==> src/hw/rtl/dblc_pkg.sv <==
package dblc_pkg;

    localparam int COUNTER_BITS_DEFAULT = 10;
    localparam int CFG_BITS = 10;
    localparam int CFG_INDEX_BITS = 2;
    localparam int STATE_BITS = 8;

    typedef enum logic [CFG_INDEX_BITS-1:0] {
        CFG_DEBOUNCE = 2'd0,
        CFG_BUZZER   = 2'd1,
        CFG_PERIOD   = 2'd2
    } cfg_index_t;

    localparam logic [CFG_BITS-1:0] DEBOUNCE_RESET = 10'd50;
    localparam logic [CFG_BITS-1:0] BUZZER_RESET   = 10'd300;
    localparam logic [CFG_BITS-1:0] PERIOD_RESET   = 10'd20;

    localparam logic [STATE_BITS-1:0] ST_LOW_VOLTAGE = 8'd0;
    localparam logic [STATE_BITS-1:0] ST_HV_ENABLED  = 8'd1;
    localparam logic [STATE_BITS-1:0] ST_READY       = 8'd2;
    localparam logic [STATE_BITS-1:0] ST_ERROR       = 8'd3;

    localparam int BTN_HV    = 0;
    localparam int BTN_DRIVE = 1;
    localparam int BTN_RESET = 2;
    localparam int BTN_DAQ   = 3;

    typedef struct packed {
        logic                  hv_button;
        logic                  drive_button;
        logic                  reset_button;
        logic                  daq_button;
        logic                  heartbeat_valid;
        logic [STATE_BITS-1:0] heartbeat_state;
    } in_item_t;

    typedef struct packed {
        logic                  hv_request;
        logic                  drive_request;
        logic                  clear_request;
        logic                  daq_enable;
        logic [STATE_BITS-1:0] reported_state;
        logic                  hv_lamp;
        logic                  drive_lamp;
        logic                  reset_lamp;
        logic                  daq_lamp;
        logic                  error_lamp;
        logic                  buzzer_on;
        logic                  display_refresh;
    } out_item_t;

    typedef struct packed {
        logic [CFG_BITS-1:0] debounce_ticks;
        logic [CFG_BITS-1:0] buzzer_ticks;
        logic [CFG_BITS-1:0] display_period;
    } cfg_t;

endpackage

==> src/hw/rtl/dblc_core.sv <==
module dblc_core #(
    parameter int COUNTER_BITS = dblc_pkg::COUNTER_BITS_DEFAULT
) (
    input  logic                clk,
    input  logic                rst_n,
    input  logic                advance,
    input  dblc_pkg::in_item_t  item,
    input  dblc_pkg::cfg_t      cfg,
    output dblc_pkg::out_item_t result
);

    localparam int CW = (COUNTER_BITS > dblc_pkg::CFG_BITS) ? COUNTER_BITS
                                                              : dblc_pkg::CFG_BITS;
    localparam logic [CW-1:0] TOP_EXT = CW'({COUNTER_BITS{1'b1}});

    logic [3:0]                      button_now_reg, button_now_next;
    logic [COUNTER_BITS-1:0]         holdoff_reg, holdoff_next;
    logic [COUNTER_BITS-1:0]         buzz_reg, buzz_next;
    logic [COUNTER_BITS-1:0]         refresh_reg, refresh_next;
    logic [dblc_pkg::STATE_BITS-1:0] vstate_reg, vstate_next;
    logic                            daq_flag_reg, daq_flag_next;
    logic [4:0]                      lamps_reg, lamps_next;  // hv, drive, reset, error, buzz

    logic [COUNTER_BITS-1:0] deb, buz, per;
    logic [4:0]              edges;
    logic [4:0]              taken;

    function automatic logic [COUNTER_BITS-1:0] clip(input logic [dblc_pkg::CFG_BITS-1:0] v);
        logic [CW-1:0] v_ext;
        v_ext = CW'(v);
        return (v_ext > TOP_EXT) ? COUNTER_BITS'(TOP_EXT) : COUNTER_BITS'(v_ext);
    endfunction

    assign deb = clip(cfg.debounce_ticks);
    assign buz = clip(cfg.buzzer_ticks);
    assign per = clip(cfg.display_period);

    always_comb
    begin
        logic [COUNTER_BITS-1:0] h;
        logic [dblc_pkg::STATE_BITS-1:0] st;

        button_now_next = {item.daq_button, item.reset_button,
                           item.drive_button, item.hv_button};

        // edges in priority order: hv, drive, reset, daq press, daq release
        edges[0] = button_now_next[dblc_pkg::BTN_HV] & ~button_now_reg[dblc_pkg::BTN_HV];
        edges[1] = button_now_next[dblc_pkg::BTN_DRIVE]
                   & ~button_now_reg[dblc_pkg::BTN_DRIVE];
        edges[2] = button_now_next[dblc_pkg::BTN_RESET]
                   & ~button_now_reg[dblc_pkg::BTN_RESET];
        edges[3] = button_now_next[dblc_pkg::BTN_DAQ] & ~button_now_reg[dblc_pkg::BTN_DAQ];
        edges[4] = ~button_now_next[dblc_pkg::BTN_DAQ] & button_now_reg[dblc_pkg::BTN_DAQ];

        h = holdoff_reg;
        if (h < deb && button_now_next == 4'b0000)
        begin
            h = h + 1'b1;
        end

        // each accepted edge clears the hold-off, refusing later ones
        for (int i = 0; i < 5; i++)
        begin
            taken[i] = edges[i] && (h >= deb);
            if (taken[i])
            begin
                h = '0;
            end
        end
        holdoff_next = h;

        daq_flag_next = daq_flag_reg;
        if (taken[3])
        begin
            daq_flag_next = 1'b1;
        end
        if (taken[4])
        begin
            daq_flag_next = 1'b0;
        end

        st = vstate_reg;
        lamps_next   = lamps_reg;
        buzz_next    = buzz_reg;
        refresh_next = refresh_reg;
        result.display_refresh = 1'b0;
        if (st <= dblc_pkg::ST_ERROR)
        begin
            lamps_next[0] = (st == dblc_pkg::ST_HV_ENABLED) || (st == dblc_pkg::ST_READY);
            lamps_next[1] = (st == dblc_pkg::ST_READY);
            lamps_next[2] = (st != dblc_pkg::ST_ERROR);
            lamps_next[3] = (st == dblc_pkg::ST_ERROR);
            if (st == dblc_pkg::ST_READY)
            begin
                if (buzz_reg < buz)
                begin
                    lamps_next[4] = 1'b1;
                    buzz_next     = buzz_reg + 1'b1;
                end
                else
                begin
                    lamps_next[4] = 1'b0;
                end
            end
            else
            begin
                lamps_next[4] = 1'b0;
                buzz_next     = '0;
            end
            if (refresh_reg >= per)
            begin
                result.display_refresh = 1'b1;
                refresh_next           = '0;
            end
            else
            begin
                refresh_next = refresh_reg + 1'b1;
            end
        end

        vstate_next = item.heartbeat_valid ? item.heartbeat_state : vstate_reg;

        result.hv_request     = taken[0];
        result.drive_request  = taken[1];
        result.clear_request  = taken[2];
        result.daq_enable     = daq_flag_next;
        result.reported_state = vstate_next;
        result.hv_lamp        = lamps_next[0];
        result.drive_lamp     = lamps_next[1];
        result.reset_lamp     = lamps_next[2];
        result.daq_lamp       = daq_flag_next;
        result.error_lamp     = lamps_next[3];
        result.buzzer_on      = lamps_next[4];
    end

    always_ff @(posedge clk or negedge rst_n)
    begin
        if (!rst_n)
        begin
            button_now_reg    <= '0;
            holdoff_reg       <= '0;
            buzz_reg          <= '0;
            refresh_reg       <= '0;
            vstate_reg        <= dblc_pkg::ST_LOW_VOLTAGE;
            daq_flag_reg      <= 1'b0;
            lamps_reg         <= '0;
        end
        else if (advance)
        begin
            button_now_reg    <= button_now_next;
            holdoff_reg       <= holdoff_next;
            buzz_reg          <= buzz_next;
            refresh_reg       <= refresh_next;
            vstate_reg        <= vstate_next;
            daq_flag_reg      <= daq_flag_next;
            lamps_reg         <= lamps_next;
        end
    end

endmodule

==> src/hw/rtl/dblc_out_queue.sv <==
module dblc_out_queue (
    input  logic                clk,
    input  logic                rst_n,
    input  logic                push,
    input  dblc_pkg::out_item_t push_data,
    output logic                full,
    output logic                valid,
    input  logic                stall,
    output dblc_pkg::out_item_t data
);

    dblc_pkg::out_item_t mem [2];
    logic       wr_ptr_reg, wr_ptr_next;
    logic       rd_ptr_reg, rd_ptr_next;
    logic [1:0] count_reg, count_next;
    logic       pop;

    assign valid = (count_reg != 2'd0);
    assign full  = (count_reg == 2'd2);
    assign pop   = valid && !stall;
    assign data  = mem[rd_ptr_reg];

    always_comb
    begin
        wr_ptr_next = push ? ~wr_ptr_reg : wr_ptr_reg;
        rd_ptr_next = pop ? ~rd_ptr_reg : rd_ptr_reg;
        count_next  = count_reg + {1'b0, push} - {1'b0, pop};
    end

    always_ff @(posedge clk or negedge rst_n)
    begin
        if (!rst_n)
        begin
            wr_ptr_reg <= 1'b0;
            rd_ptr_reg <= 1'b0;
            count_reg  <= 2'd0;
        end
        else
        begin
            wr_ptr_reg <= wr_ptr_next;
            rd_ptr_reg <= rd_ptr_next;
            count_reg  <= count_next;
        end
    end

    always_ff @(posedge clk)
    begin
        if (push)
        begin
            mem[wr_ptr_reg] <= push_data;
        end
    end

endmodule

==> src/hw/rtl/dashboard_button_and_lamp_controller.sv <==
// Dashboard button and lamp controller: one input transaction per 10 ms tick carries the
// four button levels and an optional heartbeat state; one result transaction comes back
// for each, in order. A tick is taken every clock cycle when the output is drained; a
// tick waits in the input register, then the logic writes its result into a two-entry
// output queue, from which the result is offered. in_stall rises only when the output
// queue is full and a tick already waits in the input register. Configuration (debounce,
// buzzer and display period, each clipped to the COUNTER_BITS counter range) is written
// through cfg_write/cfg_index/cfg_data; the user must write it only while no tick is in
// flight, and the block itself does not enforce this. Unknown indexes are ignored.
module dashboard_button_and_lamp_controller #(
    parameter int COUNTER_BITS = dblc_pkg::COUNTER_BITS_DEFAULT
) (
    input  logic                                  clk,
    input  logic                                  rst_n,
    input  logic                                  in_valid,
    output logic                                  in_stall,
    input  dblc_pkg::in_item_t                    in_data,
    output logic                                  out_valid,
    input  logic                                  out_stall,
    output dblc_pkg::out_item_t                   out_data,
    input  logic                                  cfg_write,
    input  logic [dblc_pkg::CFG_INDEX_BITS-1:0]   cfg_index,
    input  logic [dblc_pkg::CFG_BITS-1:0]         cfg_data
);

    dblc_pkg::cfg_t      cfg_reg, cfg_next;
    logic                s1_valid_reg, s1_valid_next;
    dblc_pkg::in_item_t  s1_data_reg;
    dblc_pkg::out_item_t result;
    logic                q_full;
    logic                advance;
    logic                in_accept;

    assign in_stall  = s1_valid_reg && q_full;
    assign in_accept = in_valid && !in_stall;
    assign advance   = s1_valid_reg && !q_full;

    always_comb
    begin
        cfg_next = cfg_reg;
        if (cfg_write)
        begin
            case (cfg_index)
                dblc_pkg::CFG_DEBOUNCE: cfg_next.debounce_ticks = cfg_data;
                dblc_pkg::CFG_BUZZER:   cfg_next.buzzer_ticks   = cfg_data;
                dblc_pkg::CFG_PERIOD:   cfg_next.display_period = cfg_data;
                default:                cfg_next = cfg_reg;
            endcase
        end
        s1_valid_next = in_accept ? 1'b1 : (advance ? 1'b0 : s1_valid_reg);
    end

    always_ff @(posedge clk or negedge rst_n)
    begin
        if (!rst_n)
        begin
            cfg_reg.debounce_ticks <= dblc_pkg::DEBOUNCE_RESET;
            cfg_reg.buzzer_ticks   <= dblc_pkg::BUZZER_RESET;
            cfg_reg.display_period <= dblc_pkg::PERIOD_RESET;
            s1_valid_reg           <= 1'b0;
        end
        else
        begin
            cfg_reg      <= cfg_next;
            s1_valid_reg <= s1_valid_next;
        end
    end

    // hold the tick until the queue has room
    always_ff @(posedge clk)
    begin
        if (in_accept)
        begin
            s1_data_reg <= in_data;
        end
    end

    dblc_core #(
        .COUNTER_BITS(COUNTER_BITS)
    ) u_core (
        .clk    (clk),
        .rst_n  (rst_n),
        .advance(advance),
        .item   (s1_data_reg),
        .cfg    (cfg_reg),
        .result (result)
    );

    dblc_out_queue u_queue (
        .clk      (clk),
        .rst_n    (rst_n),
        .push     (advance),
        .push_data(result),
        .full     (q_full),
        .valid    (out_valid),
        .stall    (out_stall),
        .data     (out_data)
    );

endmodule

==> config.mk <==
export PLATFORM = sky130hd
export DESIGN_NAME = dashboard_button_and_lamp_controller
export DESIGN_NICKNAME = d
export VERILOG_FILES = /design/src/hw/rtl/dblc_pkg.sv /design/src/hw/rtl/dblc_core.sv /design/src/hw/rtl/dblc_out_queue.sv /design/src/hw/rtl/dashboard_button_and_lamp_controller.sv
export SDC_FILE = /design/constraint.sdc
export NUM_CORES = 1
export LEC_CHECK = 0
export BUFFER_PORTS_ARGS = -buffer_cell sky130_fd_sc_hd__buf_2
export CORE_MARGIN = 3
export CORE_UTILIZATION = 50
export DETAILED_ROUTE_END_ITERATION = 10
export PLACE_DENSITY = 0.7
export REMOVE_ABC_BUFFERS = 1
export SLEW_MARGIN = 10
export SYNTH_ARGS = -nofsm -noshare
export SYNTH_HDL_FRONTEND = slang
export SYNTH_SLANG_ARGS = --single-unit
==> constraint.sdc <==
create_clock -name clk -period 9.38 [get_ports clk]
set_input_delay 1.876 -clock clk [delete_from_list [all_inputs] [get_ports clk]]
set_output_delay 1.876 -clock clk [all_outputs]
set_load 0.01 [all_outputs]
## After elaboration in Yosys (flattened, before gate mapping)

Memory sizes are Yosys's and may differ from the RTL's.
Cells that the tools add are included.
W data, S select, Z words.

- Register bits after elaboration: 96
- RAM bits: 38
- Input port bits: 30
- Logic and storage cells: 105
- Memories: 1

Memories:

| name | words | bits a word | rd ports | clocked after memory_dff | write ports | RTL line | RTL |
|---|---|---|---|---|---|---|---|
| u_queue.mem | 2 | 19 | 1 | 0 | 1 | dblc_out_queue.sv:12 | `dblc_pkg::out_item_t mem [2];` |

- Add/subtract/negate cells: 5
- Order comparisons: 12
- Equality and inequality tests: 8
- Muxes and demuxes: 24
- Bitwise operators: 12
- Reduce and logical (&&, ||, !) cells: 23

Operators by type and width:

| operator | count |
|---|---|
| $mux W10 | 12 |
| $ge A10 B10 Y1 | 6 |
| $add A10 B1 Y10 const B | 3 |
| $gt A10 B10 Y1 const B | 3 |
| $lt A10 B10 Y1 | 2 |
| $eq A8 B2 Y1 const B | 2 |
| $logic_and A1 B1 Y1 | 10 |
| $mux W1 | 10 |
| $eq A8 B1 Y1 const B | 1 |
| $le A8 B2 Y1 const B | 1 |
| $mux W8 | 1 |
| $ne A8 B2 Y1 const B | 1 |
| $reduce_and A2 Y1 | 4 |
| $not A1 Y1 | 7 |
| $and A1 B1 Y1 | 5 |
| $mux W5 | 1 |
| $eq A2 B2 Y1 const B | 2 |
| $logic_not A4 Y1 | 1 |
| $reduce_bool A2 Y1 | 2 |
| $logic_not A1 Y1 | 3 |
| $reduce_and A3 Y1 | 1 |
| $add A2 B1 Y2 | 1 |
| $eq A2 B1 Y1 const B | 1 |
| $logic_not A2 Y1 | 1 |
| 3 further kinds | 3 |

## Logic depth before layout (Yosys ltp)

Gate-level depths: netlist of the first run.

- Depth in word-level cells: 20
- Mapped depth: 49
- Gate-level depth less buffers: 47

## Cells and area by module

A second synthesis of the first run with hierarchy kept.

- Cell total of the unflattened synthesis: 717
- Area total of the unflattened synthesis: 7898.8 um2

By module, submodules not included:

| module | instances | cells each | area each (um2) | sequential area each (um2) |
|---|---|---|---|---|
| dblc_core | 1 | 556 | 4569.4 | 1201.2 |
| dashboard_button_and_lamp_controller | 1 | 84 | 1676.6 | 1177.4 |
| dblc_out_queue | 1 | 77 | 1652.8 | 1241.2 |

## Worst setup path after synthesis of the first run

OpenSTA, ideal clock, no wires.

- Path kind: reg2reg
- Start: reg cfg_reg[24] (netlist name)
- End: reg u_core.holdoff_reg[0]
- Data arrival time: 10.059 ns
- Data required time: 9.284 ns
- Path slack: -0.774 ns
- Cell stages (with the launch flop): 50
- Period minus slack after synthesis: 10.154 ns
- Cell sequence: dfstp_2 inv_1 ha_1 a21oi_1 a211oi_1 nor4_2 nand2_2 nor4_2 xnor2_1 inv_1 ha_1 nand4_1 nor2_1 or4b_1 nand3_1 clkbuf_1 nor2_1 ha_1 [14 not listed] nor2_1 ha_1 a21oi_1 o21ai_0 a31oi_1 o21ai_0 nor2_1 clkbuf_1 nand3_1 nor2_1 ha_1 a21oi_1 o21ai_0 a31oi_1 o21ai_0 nor3_1 nand3_4 o32ai_2

RTL lines:

| item | RTL line | RTL |
|---|---|---|
| start, declared | dashboard_button_and_lamp_controller.sv:26 | `dblc_pkg::cfg_t cfg_reg, cfg_next;` |
| start signal, assigned | dashboard_button_and_lamp_controller.sv:64 | `cfg_reg <= cfg_next;` |
| end signal, assigned | dblc_core.sv:151 | `holdoff_reg <= holdoff_next;` |
| end, declared | dblc_core.sv:17 | `logic [COUNTER_BITS-1:0] holdoff_reg, holdoff_next;` |

==> out/qor.txt, run 1 <==
post-route design area - 9950 µm²
Slew Limit Headroom - 0.266
sequential cell area fraction in the yosys report - 0.455
Final Power - 2460 µW
Largest register FFs - 36
Max-cap violations - 0
Mapped Cells - 745
Synth top area share - 0.237
I/O Buffers - 50
ranking of synthesized cells by area - dfrtp_1 24%, edfxtp_1 19%, ha_1 13%
Final period util - 1.01
antenna violations before repair - 0
Die Height - 131 µm
Netlist Area Pre-Place - 7830 µm²
CP Class - reg2reg
cell taking the most area after synthesis - dfrtp_1
Filler cells - 1122
final setup vio count - 4
pwr dens - 247 nW/µm²
Total GRT Usage - 0.230
TritonCTS Buffers - 17
Die Area - 17200 µm²
area occupied by multi-input gates - 4500 µm²
H-tree depth - 4
f_max - 0.106 GHz
post-detailed-route wirelength per cell - 19.4 µm
sequential cell area - 3560 µm²
Crit path max-delay family - simple AND/OR/NAND/NOR gates
Synth cell types - 57
placed cell areas - 8620 µm²
die width - 131 µm
leakage power - 0.00452 µW
TritonCTS clock tree - yes
Routed WL - 21100 µm
routability cong. - 0.968
CP bufs+invs - 7
hold_ws - 0.470 ns
Placement Setup Slack - -0.605 ns
status - finished with violations
Antenna Cells - 0
clock root buffer master - clkbuf_16
largest stage delay on the critical path - 0.61 ns
drt via density - 5.90
largest fanout on the critical path - 8
Most used DFF post-synth - dfrtp_1
post-route setup slack - -0.0899 ns
syn_area_per_cell - 10.5 µm²
violated checks - setup timing
post-synthesis register bit count - 132
slowest CP cell - or4_4
Residual DRC - 0
initial DRC count - 515
first-pass GRT wire length - 31500 µm
fin nets - 974
CP Launch Type - flop
Congestion Overflow GR - 0
Top Ports - 51
CP Data Required Time - 9.70 ns
Post-synth EDFFs - 49
Clock transition at path regs - 0.06 ns
row cnt - 45
layout cells sized above 1 - 0.346
area grow syn2layout - 27.1%
min-delay worst type - reg2reg
Worst Skew - 0.0195 ns
hold_buf cts - 0
final critical-path required period - 9.47 ns
worst-margin pin slew - 1.10 ns
Final Slew Violations - 0
Core Box Area - 15300 µm²
Bufs on Longest Clock Path - 2
Util after Layout - 0.652
RSZ-0062 raised after global routing - true
DP HPWL - 14100 µm
clock latency on the worst-skew pair - 0.44 ns
CP arrival - 9.79 ns
Yosys warnings - 0
final hold vios - 0
Worst VDD drop - 0.144 mV
detailed-route via count - 6408
total iterations of the first detailed-routing run - 5
Sink Count - 132
largest net degree at the start of global routing - 84
vias in the first global route - 6175
Starting Density - 0.513
CP Capture Type - flop
antenna-violating nets left - 0
Post-synth ARST share - 0.629
## cells by family (layout without fill, tap and decap cells)
| family | count (synthesis) | after routing | synth area share |
|---|---|---|---|
| simple gates | 249 | 250 | 0.163 |
| buf+inv | 79 | 208 | 0.0388 |
| flops | 132 | 132 | 0.455 |
| xor+xnor | 16 | 16 | 0.0179 |
| compound gates | 123 | 123 | 0.103 |
| fa+ha+maj | 82 | 82 | 0.131 |
| mux | 64 | 64 | 0.0909 |
## worst register-to-register path, delay by kind of cell (launching register included)
family | cells | cell delay [ns]
AND/OR/NAND/NOR | 20 | 4.25
flip-flops | 1 | 0.42
AO/OA/AOI/OAI | 12 | 2.35
adder cells (fa/ha/maj) | 5 | 1.20
XOR/XNOR | 1 | 0.18
buffers and inverters | 7 | 0.97
## power breakdown
group | switching [µW] | internal [µW] | total [µW]
sequential | 100 | 779 | 880
clock | 280 | 426 | 705
combinational | 481 | 396 | 876
## Yosys cell counts, types with 9 or more instances
master	count
ha_1	82
nand2_1	77
dfrtp_1	74
mux2_2	57
nor2_1	56
inv_1	55
edfxtp_1	49
o21ai_0	37
a21oi_1	22
clkbuf_1	19
nand3_1	17
nand2b_1	16
nand4_1	12
nor2b_1	12
nor3_1	12
xnor2_1	11
a21o_1	10
dfstp_2	9
o211ai_1	9
## stage by stage
step | setup TNS [ns] | std cells
after floorplan | -11.11 | 722
after global placement | -1.72 | 1031
after detailed placement | -6.12 | 1031
after CTS | -0.00341 | 1068
after global routing | -3.76 | 1086
final | -0.182 | 1086
## layer usage
metal,GRT usage,vias up,part of all wire
li1,-,2927,-
met1,0.310,3180,0.43
met2,0.367,256,0.49
met3,0.0574,45,0.067
met4,0.0747,0,0.020
met5,0,-,0
## final timing paths
| path | to | slack, ns | startpoint | cells after the start |
|---|---|---|---|---|
| worst max-delay path | u_core.holdoff_reg[0] | -0.09 | s1_data_reg[9] | 45 |
| max in group asynchronous | u_core.vstate_reg[1] | 7.05 | rst_n | 1 |
| min in group asynchronous | u_core.holdoff_reg[9] | 1.59 | rst_n | 1 |
| worst min-delay path | u_core.button_now_reg[0] | 0.47 | u_core.button_now_reg[0] | 2 |
| worst max register to register | u_core.holdoff_reg[0] | -0.09 | s1_data_reg[9] | 45 |
| worst min register to register | u_core.button_now_reg[0] | 0.47 | u_core.button_now_reg[0] | 2 |
## area by class of cell
type                    instances  area share
clock buffers                  18      0.0431
inverters                      56      0.0211
flip-flops and latches        132       0.358
well taps                     211      0.0265
repair buffers                120      0.0812
multi-input cells             535       0.452
clock inverters                14      0.0187
## repair_timing
item / CTS / global route
gates resized for setup: 14 / 96
endpoints found under the setup margin: 13 / 13
gates cloned: 0 / 1
pin swaps: 4 / 45
buffers inserted: 5 / 17
## cell usage in the layout, fill, tap and decap left out, types with 6 or more instances in the layout
| master | Yosys | routed |
|---|---|---|
| nand2b_1 | 16 | 15 |
| ha_1 | 82 | 72 |
| nor2_4 | 0 | 7 |
| a21oi_1 | 22 | 15 |
| dfrtp_1 | 74 | 74 |
| buf_6 | 0 | 8 |
| a21oi_2 | 0 | 7 |
| nand3_1 | 17 | 14 |
| and3_1 | 8 | 8 |
| mux2i_1 | 7 | 7 |
| nand4_1 | 12 | 12 |
| inv_1 | 55 | 51 |
| dfstp_2 | 9 | 9 |
| edfxtp_1 | 49 | 49 |
| buf_4 | 2 | 63 |
| nor2_1 | 56 | 39 |
| nor2_2 | 0 | 10 |
| nor2b_1 | 12 | 12 |
| inv_6 | 0 | 7 |
| nand2_1 | 77 | 76 |
| o211ai_1 | 9 | 9 |
| clkbuf_16 | 0 | 17 |
| ha_4 | 0 | 10 |
| o21ai_0 | 37 | 29 |
| mux2_2 | 57 | 57 |
| buf_2 | 0 | 49 |
| xnor2_1 | 11 | 9 |
| nor3_2 | 0 | 6 |
| a31oi_1 | 6 | 6 |
| a21o_1 | 10 | 10 |
No activity file was read; power rests on OpenSTA's default activity.
==> run 2: changes to the inputs <==
--- a/config.mk
+++ b/config.mk
@@ -8,7 +8,7 @@
 export BUFFER_PORTS_ARGS = -buffer_cell sky130_fd_sc_hd__buf_2
 export CORE_MARGIN = 3
-export CORE_UTILIZATION = 50
+export CORE_UTILIZATION = 55
 export DETAILED_ROUTE_END_ITERATION = 10
-export PLACE_DENSITY = 0.7
+export PLACE_DENSITY = 0.76
 export REMOVE_ABC_BUFFERS = 1
 export SLEW_MARGIN = 10
==> constraint.sdc (replaced) <==
create_clock -name clk -period 9.38 [get_ports clk]
set_input_delay 1.407 -clock clk [delete_from_list [all_inputs] [get_ports clk]]
set_output_delay 1.407 -clock clk [all_outputs]
set_load 0.01 [all_outputs]
==> out/qor.txt, run 2 (synthesis gave the netlist of run 1 again) <==
r2r setup slk - 0.03 ns (+0.12 ns)
final critical-path required period - 9.35 ns (-0.120 ns)
Final Slew Violations - 0 (unchanged)
Reg2Reg Depth - 44 (-2.2%)
leakage power - 0.00445 µW (-1.5%)
Worst Skew - 0.0114 ns (-0.00818 ns)
FF-to-FF End - u_core.holdoff_reg[0]
vias in the first global route - 6170 (-0.081%)
Bufs on Longest Clock Path - 2 (unchanged)
Total GRT Usage - 0.254 (+0.0248)
Final Power - 2380 µW (-3.2%)
final setup vio count - 0 (-4)
Core Box Area - 13600 µm² (-11%)
final hold vios - 0 (unchanged)
Max-cap violations - 0 (unchanged)
Crit path top cell by count - ha_1
Slew Limit Headroom - 0.257 (-0.00907)
Clock transition at path regs - 0.06 ns (about the same)
die width - 125 µm (-4.4%)
row cnt - 42 (-6.7%)
Starting Density - 0.577 (+0.0643)
Residual DRC - 0 (unchanged)
Final period util - 0.997 (-0.0128)
most frequent cells in the layout - 77 x nand2_1, 74 x ha_1, 71 x dfrtp_1
CP Capture Type - flop
f_max - 0.107 GHz (+1.3%)
fin nets - 966 (-0.82%)
layout cells sized above 1 - 0.323 (-0.0233)
RSZ-0062 raised after global routing - true
Die Area - 15700 µm² (-8.7%)
CP Class - reg2reg
status - finished clean
Congestion Overflow GR - 0 (unchanged)
drt via density - 6.05 (+2.6%)
CP Launch Type - flop
TritonCTS Buffers - 17 (unchanged)
antenna-violating nets left - 0 (unchanged)
largest fanout on the critical path - 8 (unchanged)
Placement Setup Slack - -0.590 ns (+0.0143 ns)
worst-margin pin slew - 1.11 ns (+0.0136 ns)
Worst VDD drop - 0.157 mV (+8.6%)
Sink Count - 132 (unchanged)
initial DRC count - 678 (+32%)
detailed-route via count - 6313 (-1.5%)
pwr dens - 245 nW/µm² (-1.0%)
largest net degree at the start of global routing - 58 (-31%)
Antenna Cells - 0 (unchanged)
I/O Buffers - 50 (unchanged)
Largest register FFs - 36 (unchanged)
Critical Path Sink - u_core.holdoff_reg[0]
reg2reg start - u_core.holdoff_reg[7]
antenna violations before repair - 0 (unchanged)
CP Launch Point - u_core.holdoff_reg[7]
area grow syn2layout - 24.4%
post-route setup slack - 0.0297 ns (+0.120 ns)
clock latency on the worst-skew pair - 0.43 ns (about the same)
TritonCTS clock tree - yes
setup TNS - 0 ns (+0.182 ns)
worst hold path cell count - 2 (unchanged)
Top Ports - 51 (unchanged)
routability cong. - 1.04 (+7.5%)
Routed WL - 20900 µm (-0.66%)
total iterations of the first detailed-routing run - 5 (unchanged)
clock root buffer master - clkbuf_16
slowest CP cell - dfrtp_2
Post-Place Cells - 987 (-4.3%)
min-delay worst type - reg2reg
largest stage delay on the critical path - 0.47 ns (-0.14 ns)
H-tree depth - 4 (unchanged)
most common cell after layout, fill and taps aside - nand2_1
CP arrival - 9.67 ns (-0.12 ns)
Filler cells - 934 (-17%)
Post-Layout Cell Count - 1043 (-4.0%)
Die Height - 125 µm (-4.4%)
post-detailed-route wirelength per cell - 20.1 µm (+3.4%)
first-pass GRT wire length - 31600 µm (+0.40%)
DP HPWL - 14300 µm (+1.3%)
CP Data Required Time - 9.70 ns (about the same)
==> run 2: per-stage QoR <==
stage	hold WS [ns]	instance area, µm²	util
6_report	0.482	9740	0.718
5_1_grt	0.526	9740	0.718
4_1_cts	0.489	9180	0.677
3_5_place_dp	0.473	8510	0.627
3_3_place_gp	0.454	8510	0.627
2_1_floorplan	0.437	7730	-
==> run 2: final cells by class <==
cell class	instances	area, µm²	share of cell area
flip-flops and latches	132	3560	0.366
clock inverters	8	104	0.0107
clock buffers	24	462	0.0474
well taps	176	220	0.0226
inverters	56	210	0.0216
repair buffers	112	734	0.0754
multi-input cells	535	4440	0.456
==> run 2: power by group <==
part / switching (µW) / total [µW] / internal [µW]
Sequential: 109 / 888 / 779
Combinational: 473 / 852 / 379
Clock: 245 / 643 / 399
Total: 826 / 2380 / 1560
==> run 2: worst max-delay path, delay by kind of cell, from the launching register on <==
family / cells / cell delay [ns]
muxes: 1 / 0.24
buffers and inverters: 6 / 0.80
adders and majority gates: 6 / 1.64
and+or+nand+nor: 15 / 2.77
AOI/OAI and AO/OA: 16 / 3.29
DFF: 1 / 0.47
==> run 2: repair_timing <==
item / CTS / global route
buffers inserted: 6 / 16
gates resized for setup: 12 / 87
hold buffers: 0 / 0
endpoints found under the setup margin: 13 / 13
pin swaps: 1 / 46
cloned: 0 / 2
==> run 2: worst min path at each step <==
stage	start	endpoint	slack, ns
finish	u_core.lamps_reg[1]	u_core.lamps_reg[1]	0.48
global route	cfg_reg[14]	cfg_reg[14]	0.53
CTS	u_core.lamps_reg[1]	u_core.lamps_reg[1]	0.49
detailed placement	u_core.lamps_reg[1]	u_core.lamps_reg[1]	0.47
global placement	u_core.button_now_reg[0]	u_core.button_now_reg[0]	0.45
floorplan	u_core.button_now_reg[0]	u_core.button_now_reg[0]	0.44
==> run 2: layer usage <==
layer  up-vias  part of all wire  global-route usage
li1       2905                 -                   -
met1      3066              0.41               0.331
met2       288              0.49               0.416
met3        54             0.081              0.0695
met4         0             0.024              0.0816
met5         -                 0                   0
==> run 3: changes to the inputs <==
- CORE_UTILIZATION: 55 -> 31
- PLACE_DENSITY: 0.76 -> not set
==> out/qor.txt, run 3 (synthesis gave the netlist of run 1 again) <==
status - finished clean
Max-cap violations - 0 (unchanged)
Post-Place Cells - 1144 (+16%)
Final Power - 2320 µW (-2.7%)
Psw - 823 µW (-0.44%)
pwr dens - 237 nW/µm² (-3.3%)
TritonCTS clock tree - yes
clock root buffer master - clkbuf_16
r2r setup slk - 0.39 ns (+0.36 ns)
post-detailed-route wirelength per cell - 16.4 µm (-18%)
Placement Setup Slack - -0.387 ns (+0.204 ns)
leakage power - 0.00444 µW (-0.42%)
layout cells sized above 1 - 0.311 (-0.0118)
area occupied by multi-input gates - 4300 µm² (-3.2%)
Worst VDD drop - 0.144 mV (-8.0%)
Routed WL - 19600 µm (-6.3%)
TritonCTS Buffers - 17 (unchanged)
drt via density - 5.03 (-17%)
routability cong. - 0.874 (-16%)
Clock transition at path regs - 0.06 ns (about the same)
area grow syn2layout - 25.2%
f_max - 0.111 GHz (+4.0%)
Core Box Area - 24500 µm² (+81%)
final setup vio count - 0 (unchanged)
internal cell power - 1500 µW (-3.9%)
Bufs on Longest Clock Path - 2 (unchanged)
switch share - 0.355 (+0.00794)
post-route setup slack - 0.387 ns (+0.357 ns)
first-pass GRT wire length - 30800 µm (-2.7%)
final hold vios - 0 (unchanged)
initial DRC count - 439 (-35%)
clock latency on the worst-skew pair - 0.44 ns (about the same)
reg2reg start - cfg_reg[24]
Slew Limit Headroom - 0.293 (+0.0358)
largest fanout on the critical path - 8 (unchanged)
sequential cell area - 3560 µm² (unchanged)
combinational power share - 0.349 (-0.008)
CP Capture Type - flop
final critical-path required period - 8.99 ns (-0.357 ns)
Clk network pwr share - 0.274 (+0.004)
Crit path top cell by count - ha_1
antenna violations before repair - 0 (unchanged)
HP Start - u_core.lamps_reg[0]
Largest register FFs - 36 (unchanged)
total iterations of the first detailed-routing run - 5 (unchanged)
largest net degree at the start of global routing - 74 (+28%)
most frequent cells in the layout - 77 x ha_1, 76 x nand2_1, 71 x dfrtp_1
Congestion Overflow GR - 0 (unchanged)
Final period util - 0.959 (-0.0381)
fin nets - 970 (+0.41%)
DP HPWL - 13900 µm (-2.7%)
Residual DRC - 0 (unchanged)
Post-Layout Cell Count - 1195 (+15%)
CP Launch Type - flop
Worst Skew - 0.0117 ns (+0.000344 ns)
Die Area - 27200 µm² (+73%)
row cnt - 57 (+36%)
vias in the first global route - 5822 (-5.6%)
slowest CP cell - dfstp_2
min-delay worst type - reg2reg
CP arrival - 9.33 ns (-0.34 ns)
most common cell after layout, fill and taps aside - ha_1
Filler cells - 2397 (+160%)
I/O Buffers - 50 (unchanged)
antenna-violating nets left - 0 (unchanged)
worst-margin pin slew - 1.06 ns (-0.0556 ns)
Seq pwr share - 0.377 (+0.004)
Antenna Cells - 0 (unchanged)
Final Slew Violations - 0 (unchanged)
hold_buf cts - 0 (unchanged)
Total GRT Usage - 0.147 (-0.108)
Top Ports - 51 (unchanged)
detailed-route via count - 6005 (-4.9%)
Sink Count - 132 (unchanged)
CP Data Required Time - 9.72 ns (+0.02 ns)
largest stage delay on the critical path - 0.54 ns (+0.07 ns)
CP Launch Point - cfg_reg[24]
die width - 165 µm (+32%)
Starting Density - 0.319 (-0.258)
Util after Layout - 0.399 (-0.319)
H-tree depth - 4 (unchanged)
Die Height - 165 µm (+32%)
CP Class - reg2reg
## run 3: cell types whose count changed in the layout (fill, tap and decap cells not counted), moves of 4 or more
cell      before  now
clkbuf_1       6    0
nor2_4         5    0
inv_6          1    8
buf_4         57   63
a21oi_1       14   18
nor2_1        44   48
## run 3: timing repair
item                       CTS  global route
gates cloned                 0             1
buffers inserted             5            13
pin swaps                    3            37
setup endpoints to repair   12            13
resized for setup           16            54
## run 3: worst paths after layout
check / endpoint / depth (start not counted)
worst min-delay path: u_core.lamps_reg[0] / 2
worst max register to register: u_core.holdoff_reg[0] / 47
worst max-delay path: u_core.holdoff_reg[0] / 47
min in group asynchronous: u_core.buzz_reg[6] / 1
worst min register to register: u_core.lamps_reg[0] / 2
max in group asynchronous: u_core.holdoff_reg[8] / 2
## run 3: final cells by class
type	instances	area share
Multi-Input combinational cell	535	0.439
Inverter	56	0.0214
Sequential cell	132	0.364
Clock buffer	17	0.0434
Clock inverter	15	0.0134
Tap cell	324	0.0414
Timing Repair Buffer	116	0.0779
## run 3: routing by layer
layer	up-vias	global-route usage	routed length, µm
met5	-	0	0
met4	0	0.0515	325
met3	24	0.0293	710
met2	127	0.240	9520
met1	2935	0.194	9060
li1	2919	-	-
## run 3: stage by stage
stage	hold WS [ns]	instance area, µm²	TNS, ns
after floorplan	0.437	7730	-11.11
after global routing	0.492	9800	-0.0969
after global placement	0.452	8760	-1.00
final	0.474	9800	0
after detailed placement	0.463	8760	-3.53
after CTS	0.478	9440	0
## run 3: critical path: cells and delay by family (launching register included)
kind	cells	cell delay, ns
flops	1	0.54
mux	1	0.25
compound gates	16	2.97
simple gates	17	2.54
fa+ha+maj	6	1.72
buf+inv	7	0.89
## run 3: power by group through the flow
stage | Sequential (µW) | Combinational, µW | Clock, µW
global route | 897 | 901 | 675
floorplan | 858 | 489 | 0
CTS | 877 | 775 | 649
global placement | 882 | 734 | 0
detailed placement | 886 | 748 | 0
finish | 875 | 808 | 636
